==> src/rtl/lgbm_pkg.sv <==
// ---------------------------------------------------------------------------
// lgbm_pkg
// Shared types and constants of the gap breach monitor.
// ---------------------------------------------------------------------------
package lgbm_pkg;
    localparam int NumSources = 16;
    localparam int SrcW       = 4;
    localparam logic [8:0]  QOne     = 9'd256;
    localparam logic [31:0] U32Max   = 32'hFFFF_FFFF;
    localparam logic [47:0] U48Max   = 48'hFFFF_FFFF_FFFF;
    localparam logic [1:0]  CMD_GAP  = 2'd0;
    localparam logic [1:0]  CMD_LEN  = 2'd1;
    localparam logic [1:0]  CMD_SET  = 2'd2;
    localparam logic [1:0]  REG_DTHR = 2'd0;
    localparam logic [1:0]  REG_FRAC = 2'd1;
    localparam logic [1:0]  REG_TRIG = 2'd2;
    localparam int QDepth = 2;

    typedef struct packed {
        logic [1:0]  cmd;
        logic [3:0]  source;
        logic [15:0] sample_value;
    } t_req;

    typedef struct packed {
        logic        near_hit;
        logic        breach_hit;
        logic        first_near;
        logic        first_breach;
        logic        new_near_source;
        logic        new_breach_source;
        logic [31:0] near_total;
        logic [31:0] breach_total;
        logic [15:0] source_gap_max;
        logic [15:0] source_len_max;
        logic [31:0] source_exceed_count;
        logic [31:0] source_gap_count;
    } t_res;

    // Classified request passed from front to back.
    typedef struct packed {
        logic        valid_src;
        logic [1:0]  cmd;
        logic [3:0]  source;
        logic [15:0] val;
    } t_cls;

    typedef enum logic [1:0] {ST_IDLE, ST_READ, ST_WRITE} t_state;

    function automatic logic [31:0] sat_inc32(input logic [31:0] x);
        return (x == U32Max) ? x : x + 32'd1;
    endfunction
endpackage

==> src/rtl/lgbm_front.sv <==
// ---------------------------------------------------------------------------
// lgbm_front
// Accept requests, classify them and queue them for the back end.
// ---------------------------------------------------------------------------
module lgbm_front (
    input  logic            i_clk,
    input  logic            i_rst_n,
    input  logic            i_push,
    input  lgbm_pkg::t_req  i_req,
    input  logic            i_pop,
    output logic            o_full,
    output logic            o_avail,
    output lgbm_pkg::t_cls  o_cls
);
    import lgbm_pkg::*;
    t_cls r_q [QDepth];
    logic r_rd, n_rd, r_wr, n_wr;
    logic [1:0] r_cnt, n_cnt;
    t_cls w_cls;

    always_comb begin
        w_cls.valid_src = ({1'b0, i_req.source} < 5'(NumSources));
        w_cls.cmd       = i_req.cmd;
        w_cls.source    = i_req.source;
        w_cls.val       = i_req.sample_value;
        n_wr  = r_wr ^ i_push;
        n_rd  = r_rd ^ i_pop;
        n_cnt = r_cnt + {1'b0, i_push} - {1'b0, i_pop};
    end

    always_ff @(posedge i_clk) begin
        if (!i_rst_n) begin
            r_rd <= 1'b0; r_wr <= 1'b0; r_cnt <= 2'd0;
        end else begin
            r_rd <= n_rd; r_wr <= n_wr; r_cnt <= n_cnt;
        end
        if (i_push) r_q[r_wr] <= w_cls;
    end

    assign o_full  = (r_cnt == 2'(QDepth));
    assign o_avail = (r_cnt != 2'd0);
    assign o_cls   = r_q[r_rd];
endmodule

==> src/rtl/lgbm_back.sv <==
// ---------------------------------------------------------------------------
// lgbm_back
// Read-modify-write of one source row per request; build the result.
// ---------------------------------------------------------------------------
module lgbm_back (
    input  logic            i_clk,
    input  logic            i_rst_n,
    input  logic            i_avail,
    input  lgbm_pkg::t_cls  i_cls,
    input  logic [15:0]     i_dthr,
    input  logic [8:0]      i_frac,
    input  logic [15:0]     i_trig,
    output logic            o_pop,
    output logic            o_busy,
    output logic            o_done,
    output lgbm_pkg::t_res  o_res
);
    import lgbm_pkg::*;
    t_state r_st, n_st;
    logic [31:0] r_gcnt [NumSources];
    logic [47:0] r_gsum [NumSources];
    logic [15:0] r_gpk  [NumSources];
    logic [31:0] r_lcnt [NumSources];
    logic [47:0] r_lsum [NumSources];
    logic [15:0] r_lpk  [NumSources];
    logic [31:0] r_exc  [NumSources];
    logic [15:0] r_thr  [NumSources];
    logic [NumSources-1:0] r_nmem, r_bmem;
    logic r_nst, r_bst;
    logic [31:0] r_ncnt, r_bcnt;
    t_cls r_c;
    // registered row
    logic [31:0] r_gc, r_lc, r_ex;
    logic [47:0] r_gs, r_ls;
    logic [15:0] r_gp, r_lp, r_th;
    logic r_nm, r_bm;
    logic r_done;
    t_res r_res;
    // combinational results
    logic [15:0] w_thr;
    logic [8:0]  w_frac;
    logic [33:0] w_lim, w_g;
    logic w_gap, w_act, w_near, w_exc, w_brk;
    logic [31:0] w_ex;
    logic [48:0] w_s;

    always_comb begin
        n_st = r_st;
        case (r_st)
            ST_IDLE:  if (i_avail) n_st = ST_READ;
            ST_READ:  n_st = ST_WRITE;
            ST_WRITE: n_st = ST_IDLE;
            default:  n_st = ST_IDLE;
        endcase
    end

    always_comb begin
        o_pop  = (r_st == ST_IDLE) && i_avail;
        o_busy = (r_st != ST_IDLE);
    end

    always_comb begin
        w_gap  = r_c.valid_src && (r_c.cmd == CMD_GAP);
        w_thr  = (r_th != 16'd0) ? r_th : i_dthr;
        w_frac = (i_frac > QOne) ? QOne : i_frac;
        w_act  = w_gap && (w_thr > 16'(QOne));
        w_lim  = 34'd65536 + 34'(w_thr - 16'(QOne)) * 34'(w_frac);
        w_g    = {10'd0, r_c.val, 8'd0};
        w_near = w_act && (w_g > w_lim);
        w_exc  = w_act && (r_c.val > w_thr);
        w_ex   = w_exc ? sat_inc32(r_ex) : r_ex;
        w_brk  = w_exc && (w_ex > {16'd0, i_trig});
        w_s    = (w_gap ? {1'b0, r_gs} : {1'b0, r_ls}) + {33'd0, r_c.val};
    end

    always_ff @(posedge i_clk) begin
        if (!i_rst_n) begin
            r_st <= ST_IDLE; r_done <= 1'b0;
            r_nmem <= '0; r_bmem <= '0; r_nst <= 1'b0; r_bst <= 1'b0;
            r_ncnt <= '0; r_bcnt <= '0;
            for (int i = 0; i < NumSources; i++) begin
                r_gcnt[i] <= '0; r_gsum[i] <= '0; r_gpk[i] <= '0;
                r_lcnt[i] <= '0; r_lsum[i] <= '0; r_lpk[i] <= '0;
                r_exc[i] <= '0; r_thr[i] <= '0;
            end
        end else begin
            r_st   <= n_st;
            r_done <= (r_st == ST_WRITE);
            if (r_st == ST_WRITE && r_c.valid_src) begin
                if (r_c.cmd == CMD_GAP) begin
                    r_gcnt[r_c.source] <= sat_inc32(r_gc);
                    r_gsum[r_c.source] <= w_s[48] ? U48Max : w_s[47:0];
                    if (r_c.val > r_gp) r_gpk[r_c.source] <= r_c.val;
                    r_exc[r_c.source] <= w_ex;
                    if (w_near) begin
                        r_nst <= 1'b1;
                        r_ncnt <= sat_inc32(r_ncnt);
                        r_nmem[r_c.source] <= 1'b1;
                    end
                    if (w_brk) begin
                        r_bst <= 1'b1;
                        r_bcnt <= sat_inc32(r_bcnt);
                        r_bmem[r_c.source] <= 1'b1;
                    end
                end else if (r_c.cmd == CMD_LEN) begin
                    r_lcnt[r_c.source] <= sat_inc32(r_lc);
                    r_lsum[r_c.source] <= w_s[48] ? U48Max : w_s[47:0];
                    if (r_c.val > r_lp) r_lpk[r_c.source] <= r_c.val;
                end else if (r_c.cmd == CMD_SET) begin
                    r_thr[r_c.source] <= r_c.val;
                end
            end
        end
        if (o_pop) r_c <= i_cls;
        if (r_st == ST_READ) begin
            r_gc <= r_gcnt[r_c.source]; r_gs <= r_gsum[r_c.source];
            r_gp <= r_gpk[r_c.source];  r_lc <= r_lcnt[r_c.source];
            r_ls <= r_lsum[r_c.source]; r_lp <= r_lpk[r_c.source];
            r_ex <= r_exc[r_c.source];  r_th <= r_thr[r_c.source];
            r_nm <= r_nmem[r_c.source]; r_bm <= r_bmem[r_c.source];
        end
        if (r_st == ST_WRITE) begin
            r_res.near_hit          <= w_near;
            r_res.breach_hit        <= w_brk;
            r_res.first_near        <= w_near && !r_nst;
            r_res.first_breach      <= w_brk && !r_bst;
            r_res.new_near_source   <= w_near && !r_nm;
            r_res.new_breach_source <= w_brk && !r_bm;
            r_res.near_total   <= w_near ? sat_inc32(r_ncnt) : r_ncnt;
            r_res.breach_total <= w_brk ? sat_inc32(r_bcnt) : r_bcnt;
            if (!r_c.valid_src) begin
                r_res.source_gap_max <= '0; r_res.source_len_max <= '0;
                r_res.source_exceed_count <= '0; r_res.source_gap_count <= '0;
            end else begin
                r_res.source_gap_max <= (w_gap && r_c.val > r_gp) ? r_c.val : r_gp;
                r_res.source_len_max <= (r_c.cmd == CMD_LEN && r_c.val > r_lp)
                                        ? r_c.val : r_lp;
                r_res.source_exceed_count <= w_gap ? w_ex : r_ex;
                r_res.source_gap_count    <= w_gap ? sat_inc32(r_gc) : r_gc;
            end
        end
    end

    assign o_done = r_done;
    assign o_res  = r_res;
endmodule

==> src/rtl/loop_gap_breach_monitor.sv <==
// ---------------------------------------------------------------------------
// loop_gap_breach_monitor
// Per-source gap watchdog: statistics, threshold checks and breach counting.
// ---------------------------------------------------------------------------
// Path: an accepted request is queued, popped into the back end, its row read
//   and the update written into the result register along with the strobe.
// Flow: the back end pops the next request only after its row read-modify-write
//   sequence (idle, read, write) ends; a two-entry queue absorbs short bursts.
// Reset: synchronous, active low; clears all statistics, flags and counters.
// The receiver cannot stall: each result shows for one cycle on o_done.
module loop_gap_breach_monitor (
    input  logic            i_clk,
    input  logic            i_rst_n,
    input  logic            start,
    output logic            busy,
    input  lgbm_pkg::t_req  i_req,
    output logic            o_done,
    output lgbm_pkg::t_res  o_res,
    input  logic            i_cfg_we,
    input  logic [1:0]      i_cfg_idx,
    input  logic [15:0]     i_cfg_data
);
    import lgbm_pkg::*;
    // configuration registers
    logic [15:0] r_dthr, r_trig;
    logic [8:0]  r_frac;
    logic w_full, w_avail, w_pop, w_bbusy;
    t_cls w_cls;

    // Hold config; write the addressed register, ignore unknown indexes.
    always_ff @(posedge i_clk) begin
        if (!i_rst_n) begin
            r_dthr <= 16'd0; r_frac <= 9'd230; r_trig <= 16'd1;
        end else if (i_cfg_we) begin
            case (i_cfg_idx)
                REG_DTHR: r_dthr <= i_cfg_data;
                REG_FRAC: r_frac <= i_cfg_data[8:0];
                REG_TRIG: r_trig <= i_cfg_data;
                default:  ;
            endcase
        end
    end

    // Refuse requests while the queue is full.
    assign busy = w_full;

    lgbm_front u_front (
        .i_clk, .i_rst_n,
        .i_push (start && !w_full),
        .i_req,
        .i_pop  (w_pop),
        .o_full (w_full),
        .o_avail(w_avail),
        .o_cls  (w_cls)
    );

    lgbm_back u_back (
        .i_clk, .i_rst_n,
        .i_avail(w_avail),
        .i_cls  (w_cls),
        .i_dthr (r_dthr),
        .i_frac (r_frac),
        .i_trig (r_trig),
        .o_pop  (w_pop),
        .o_busy (w_bbusy),
        .o_done,
        .o_res
    );

    logic w_unused;
    assign w_unused = w_bbusy;
endmodule

==> config.mk <==
export PLATFORM = sky130hd
export DESIGN_NAME = loop_gap_breach_monitor
export DESIGN_NICKNAME = d
export VERILOG_FILES = /design/src/rtl/lgbm_pkg.sv /design/src/rtl/lgbm_front.sv /design/src/rtl/lgbm_back.sv /design/src/rtl/loop_gap_breach_monitor.sv
export SDC_FILE = /design/constraint.sdc
export NUM_CORES = 2
export LEC_CHECK = 0
export ABC_AREA = 1
export ABC_CLOCK_PERIOD_IN_PS = 17630
export CORE_MARGIN = 1
export CORE_UTILIZATION = 35
export DETAILED_ROUTE_END_ITERATION = 16
export DONT_BUFFER_PORTS = 1
export PLACE_DENSITY = 0.54
export SLEW_MARGIN = 10
export SYNTH_ARGS = -nofsm -noshare
export SYNTH_HDL_FRONTEND = slang
export SYNTH_SLANG_ARGS = --single-unit
==> constraint.sdc <==
create_clock -name i_clk -period 17.63 [get_ports i_clk]
set_input_delay 3.526 -clock i_clk [delete_from_list [all_inputs] [get_ports i_clk]]
set_output_delay 3.526 -clock i_clk [all_outputs]
set_load 0.02 [all_outputs]
# Word-level counts from Yosys, hierarchy flattened
# Memories as Yosys holds them, arrays and structs flattened. A register that Yosys moved wholly into a read port is not among the register bits.
# Index checks and enable logic that the tools add are counted.
# Widths: inputs -> output; s select.
# totals
regBits,315
ram_bits,1836
in_bits,44
output_inout_bits,168
wordCells,165
memories,6
# mem_list
name,words,width,read_ports,rd_ports_with_merged_regs,wr,line_no,source
u_back.r_exc,16,32,1,1,16,lgbm_back.sv:26,logic [31:0] r_exc [NumSources];
u_back.r_gcnt,16,32,1,1,16,lgbm_back.sv:20,logic [31:0] r_gcnt [NumSources];
u_back.r_gpk,16,16,1,1,16,lgbm_back.sv:22,logic [15:0] r_gpk [NumSources];
u_back.r_lpk,16,16,1,1,16,lgbm_back.sv:25,logic [15:0] r_lpk [NumSources];
u_back.r_thr,16,16,1,1,16,lgbm_back.sv:27,logic [15:0] r_thr [NumSources];
u_front.r_q,2,22,1,1,1,lgbm_front.sv:16,t_cls r_q [QDepth];
# classes
addsub,8
n_mul,1
n_lt_le_gt_ge,9
eq_ne,12
muxes,60
n_bitwise,4
reduce_logical,36
# ops
operator,count
$mux 32,11
$add 32x1->32 const B,4
$eq 32x32->1 const B,4
$mux 16,6
$reduce_or 32->1,2
$gt 16x16->1,3
$reduce_or 16->1,3
$add 17x34->34 const A,1
$gt 24x34->1,1
$mul 34x9->34,1
$gt 32x16->1,1
$mux 1,32
$or 16x16->16,2
$mux 4,5
$sub 16x9->17 const B,1
$gt 16x9->1 const B,1
$reduce_bool 16->1,1
$logic_and 1x1->1,15
$gt 9x9->1 const B,1
$mux 9,1
$bmux 1 s4,2
$eq 2x2->1 const B,4
$reduce_and 2->1,4
$eq 2x1->1 const B,3
other kinds (13),21

# Longest topological paths before layout
# depth
word_depth,9
mapped_depth,49
depth_no_buf,48

# Hierarchy
# Synthesis repeated with hierarchy kept, for this count alone.
# hier_totals
hier_cells,9674
hier_area_um2,105253.4
# by_module_without_submodules
mod,n_inst,cells_per_inst,area_each_um2,seq_area_each_um2
lgbm_back,1,9317,101668.8,64932.3
lgbm_front,1,99,1835.5,1421.4
loop_gap_breach_monitor,1,258,1749.2,820.8

# Worst setup path after synthesis
# Ideal clock, no wire load.
# synth_timing
path_kind,reg-to-reg
from,"register u_back.r_th[3], read port of u_back.r_thr"
to,"register u_back.r_res (netlist bit u_back.o_res[161]), data pin"
setup_ns,0.265
arrival_ns,7.010
required_time_ns,17.365
path_slack_ns,10.355
stages_incl_launch_ff,43
path_buffers,2
synth_period_minus_slack_ns,7.275
cell_sequence,edfxtp_1 -> nor2_1 -> nand2_1 -> nor2_4 -> buf_6 -> nand3_1 -> nand2_1 -> nand3_2 -> nor2_1 -> nand2_1 -> o21ai_0 -> nand2_1 -> inv_1 -> nand2_1 -> fa_1 -> inv_1 -> fa_1 -> fa_1 -> [7 not listed] -> ha_1 -> nand2_1 -> inv_1 -> nand3_1 -> inv_1 -> nand4_1 -> nor2_1 -> a221oi_1 -> nand3_1 -> nand2_1 -> nand2_1 -> nand3_1 -> nand3b_1 -> nand3_1 -> nor2_1 -> nand2_1 -> clkbuf_1 -> nor2_1
# synth_via
elab_chain_cells,8
elab_cells_between_ends,10
classes_between,2 x add/sub; 1 x mul; 2 x order compare; 1 x mux; 4 x reduce/logical
# synth_rtl
item,line_no,source
from (decl),lgbm_back.sv:35,"logic [15:0] r_gp, r_lp, r_th;"
$reduce_bool 16->1,lgbm_back.sv:64,w_thr = (r_th != 16'd0) ? r_th : i_dthr;
$mux 16 (*),lgbm_back.sv:64,
$sub 16x9->17,lgbm_back.sv:67,w_lim = 34'd65536 + 34'(w_thr - 16'(QOne)) * 34'(w_frac);
$mul 34x9->34,lgbm_back.sv:67,
$add 17x34->34,lgbm_back.sv:67,
$gt 24x34->1,lgbm_back.sv:69,w_near = w_act && (w_g > w_lim);
$logic_and 1x1->1 (*),lgbm_back.sv:69,
$logic_and 1x1->1 (*),lgbm_back.sv:127,r_res.new_near_source <= w_near && !r_nm;
to (decl),lgbm_back.sv:38,t_res r_res;
# Every way passes the cells marked *; elsewhere a longest branch is shown, timed or not.
# A chain may end at the register's enable or synchronous reset.

# Worst setup path after layout
# layout_timing
from,"register u_back.r_th[3], read port of u_back.r_thr"
to,register u_back.r_ncnt[16]
# layout_via
elab_chain_cells,8
elab_cells_between_ends,10
classes_between,2 x add/sub; 1 x mul; 2 x order compare; 2 x mux; 3 x reduce/logical
# layout_rtl
item,line_no,source
$reduce_bool 16->1,lgbm_back.sv:64,
$mux 16 (*),lgbm_back.sv:64,
$sub 16x9->17,lgbm_back.sv:67,
$mul 34x9->34,lgbm_back.sv:67,
$add 17x34->34,lgbm_back.sv:67,
$gt 24x34->1,lgbm_back.sv:69,
$logic_and 1x1->1 (*),lgbm_back.sv:69,
$mux 32 (*),n/a,
to (signal assigned),lgbm_back.sv:97,r_ncnt <= sat_inc32(r_ncnt);
to (decl),lgbm_back.sv:30,"logic [31:0] r_ncnt, r_bcnt;"
# Marked as above.

==> impl_metrics.ini <==
[placement]
place_worst_setup_slack_ns = 9.02
dpl_cell_area_um2 = 109000
place.gp.congestion = 0.900
buffer_ports.inserted = 0
total_placed_cells_including_tap_cells = 13100
place.detailed.hpwl_um = 205000

[cts]
tritoncts_clock_tree = done
ctsHoldBuffers = 0
post_cts_resized = 0
cts_post_setup_buffers_inserted = 0
clk_pin_slew_worst_setup_hold_paths_ns = 0.06
clk_path_buf_depth = 4
cts_root_buf = sky130_fd_sc_hd__clkbuf_16
clkLatencyLatePin_ns = 0.92
clock_tree.htree_level_count = 4
cts_made_buffers = 235
clock_sinks = 2284

[final_layout]
area_delta_synth_final_pct = 10.9
most-common-layout-cells = sky130_fd_sc_hd__edfxtp_1, sky130_fd_sc_hd__nor2_1, sky130_fd_sc_hd__nand2_1, sky130_fd_sc_hd__inv_1, sky130_fd_sc_hd__a22oi_1
num-fill-cells = 28600
layout.cell_area.non_filler_um2 = 116000
final_common_cell = sky130_fd_sc_hd__edfxtp_1
number_of_nets_in_the_layout = 9730
final_layout_size_suffix_gt1_share_pct = 6.63
finalNonFillerCells = 13500

[synthesis]
synth_area_per_cell_um2 = 10.8
synth-compound-area-share_pct = 10.4
synth_top_family_by_area = simple AND/OR/NAND/NOR gates
xor_xnor_fraction_of_synth_area_pct = 0.876
net_count_after_synthesis = 10000
syn-cell-area_um2 = 105000
synth.mux.area_fraction_pct = 0.00955
synth-edff-count = 2138
synth_top_cells_by_area = sky130_fd_sc_hd__edfxtp_1, sky130_fd_sc_hd__nor2_1, sky130_fd_sc_hd__a22oi_1
postSynth.topFlopCell = sky130_fd_sc_hd__edfxtp_1
synth_cells = 9679
synth.yosys.seq_area_share_pct = 64.0
asyncSetResetFlopFracSynth_pct = 0
synth-adder-area-share_pct = 4.31
synth_top_area_share_pct = 61.3
flip_flop_and_latch_count_after_synthesis = 2284
synth_largest_area_cell = sky130_fd_sc_hd__edfxtp_1
synthesis.yosys.warnings = 0
synthSimpleGateAreaFrac_pct = 14.5
number_of_distinct_standard_cells_referenced_by_the_synthesized_netlist = 55

[timing]
final_max_slew_viol_count = 0
skew_ns = 0.0754
fin_ws_ns = 9.07
setup_tns_ns = 0
final_hold_viol_count = 0
fmax_ghz = 0.117
final.min_clock_period_ns = 8.56
final.period_utilization_pct = 48.5
unrepaired_setup_endpoints_after_global_routing = no
report.final.setup_viol = 0
slew-limit-headroom_pct = 18.6
tightest_slew_ns = 1.22

[hold_path]
worst_hold_path_type = register to register

[critical_path]
timing.reg2reg.worst_path_depth = 43
timing.critical_path.to = u_back.r_ncnt[16]
path_max_fanout = 50
r2r_setup_slack_ns = 9.07
critPathLaunchType = register
critPathLaunch = u_back.r_th[3]
crit_path_max_incr_delay_ns = 0.58
timing.rr.start = u_back.r_th[3]
worst_ep_required_time_ns = 18.46
cp_slowest_cell = sky130_fd_sc_hd__fa_1
timing.critical_path.mode_cell = sky130_fd_sc_hd__nand2_1
timing.rr.end = u_back.r_ncnt[16]
end_kind = register
crit_arrival_ns = 9.39
worstSetupPathType = register to register

[routing]
via_per_inst = 5.52
firstDrtPassIters = 6
dr_total_vias = 74800
totalWireLength_um = 351000
antenna_violating_nets_post_route = 0
drcViolationCount = 0
drt-wirelength-per-cell_um = 26.0
first_iter_violations = 8723

[power_and_ir_drop]
finalPower_mw = 20.3
p_leak_nw = 45.4
power_density_nw_per_um2 = 175
ir_drop_mv = 0.298

[outcome]
status = finished clean

[global_route]
global_route_wire_length_before_repair_um = 506000
grt_max_degree = 185
grt.overflow.total = 0
track_usage_pct = 22.7
antenna_found_initial = 10
grt_pass1_vias = 72600

[flow_run]
max_cap_viol = 0

[floorplanning]
floorplan.core_area_um2 = 297000
die-area_um2 = 302000
start_util_pct = 35.3
die_width_um = 549
num_io_pins = 212
die_h_um = 549
placementRows = 200
-- state kept, by name (all words and copies together), names as in the netlist, 16 cells and up --
register / count
u_back.o_res: 166
u_back.r_thr: 256
u_back.r_gc: 32
u_back.r_nmem: 16
u_back.r_th: 16
u_back.r_exc: 512
u_back.r_c: 22
r_trig: 16
u_back.r_bmem: 16
u_back.r_lp: 16
u_back.r_ex: 32
u_back.r_lpk: 256
r_dthr: 16
u_back.r_gcnt: 512
u_back.r_gpk: 256
u_back.r_gp: 16
u_back.r_ncnt: 32
u_back.r_bcnt: 32
u_front.r_q: 44
-- layout make-up --
cell class	count	area [um2]	share of cell area, %
diodes	4	10.0	0.00861
clock buffers	293	6180	5.32
clock inverters	132	1220	1.05
inverters	947	3590	3.09
multi-input cells	5782	32000	27.5
flip-flops and latches	2284	67100	57.7
well taps	3939	4930	4.24
repair buffers	154	1220	1.05
-- power by group --
| part | leakage (nW) | internal (mW) | switching [mW] |
|---|---|---|---|
| Clock | 3.62 | 2.78 | 2.14 |
| Combinational | 18.9 | 2.52 | 6.04 |
| Sequential | 22.9 | 6.45 | 0.385 |
-- worst max-delay path, delay by kind of cell, from the launching register on --
kind / cells / cell delay, ns
fa+ha+maj: 7 / 3.24
simple gates: 26 / 3.22
buf+inv: 6 / 0.92
compound gates: 3 / 0.53
flops: 1 / 0.42
xor+xnor: 1 / 0.15
-- stage by stage --
stage                     hold slack [ns]  util, %
after floorplan                     0.430        -
after CTS                           0.459     39.1
after global routing                0.481     39.1
final                               0.458     39.1
after detailed placement            0.450     36.6
after global placement              0.434     36.6
-- how the worst min path moves through the flow --
stage               cells after the start  slack (ns)                end         startpoint
floorplan                               2        0.43          r_dthr[6]          r_dthr[6]
global placement                        1        0.43       u_front.r_rd       u_front.r_rd
detailed placement                      2        0.45  u_back.r_nmem[12]  u_back.r_nmem[12]
CTS                                     2        0.46  u_back.r_bmem[10]  u_back.r_bmem[10]
global route                            2        0.48   u_back.r_bmem[8]   u_back.r_bmem[8]
finish                                  2        0.46   u_back.r_nmem[1]   u_back.r_nmem[1]
-- synthesized netlist by cell type (3+ instances only) --
cell type,instances
sky130_fd_sc_hd__edfxtp_1,2138
sky130_fd_sc_hd__nor2_1,1813
sky130_fd_sc_hd__nand2_1,1295
sky130_fd_sc_hd__inv_1,927
sky130_fd_sc_hd__a22oi_1,896
sky130_fd_sc_hd__a21oi_1,615
sky130_fd_sc_hd__clkbuf_1,604
sky130_fd_sc_hd__nand3_1,243
sky130_fd_sc_hd__ha_1,150
sky130_fd_sc_hd__dfxtp_1,146
sky130_fd_sc_hd__o21ai_0,137
sky130_fd_sc_hd__fa_1,132
sky130_fd_sc_hd__or4_1,112
sky130_fd_sc_hd__xor2_1,83
sky130_fd_sc_hd__nor3_1,73
sky130_fd_sc_hd__nand4_1,64
sky130_fd_sc_hd__buf_1,36
sky130_fd_sc_hd__nor4_1,31
sky130_fd_sc_hd__or2_2,19
sky130_fd_sc_hd__buf_2,16
sky130_fd_sc_hd__o22ai_1,16
sky130_fd_sc_hd__xnor2_1,15
sky130_fd_sc_hd__nand3_2,13
sky130_fd_sc_hd__clkinv_1,12
sky130_fd_sc_hd__nand2_2,11
sky130_fd_sc_hd__buf_6,10
sky130_fd_sc_hd__inv_2,8
sky130_fd_sc_hd__o211ai_1,7
sky130_fd_sc_hd__a31oi_1,6
sky130_fd_sc_hd__a211oi_1,4
sky130_fd_sc_hd__a21o_1,4
sky130_fd_sc_hd__nand3b_1,4
sky130_fd_sc_hd__nor2_4,4
sky130_fd_sc_hd__o21bai_1,3
sky130_fd_sc_hd__o31ai_1,3
-- logic make-up after synthesis --
group	count (synthesis)
simple gates	3692
buf+inv	1613
fa+ha+maj	282
compound gates	1706
mux	1
flops	2284
xor+xnor	101
-- routing by layer --
layer  vias to the layer above  track usage [%]  routed length, um
li1                      33000                -                  -
met1                     37700             30.5             143000
met2                      3546             37.6             167000
met3                       595             3.08              29200
met4                         4             7.64              11900
met5                         -                0                 27
Note: power is estimated with default switching activity, not from simulation.
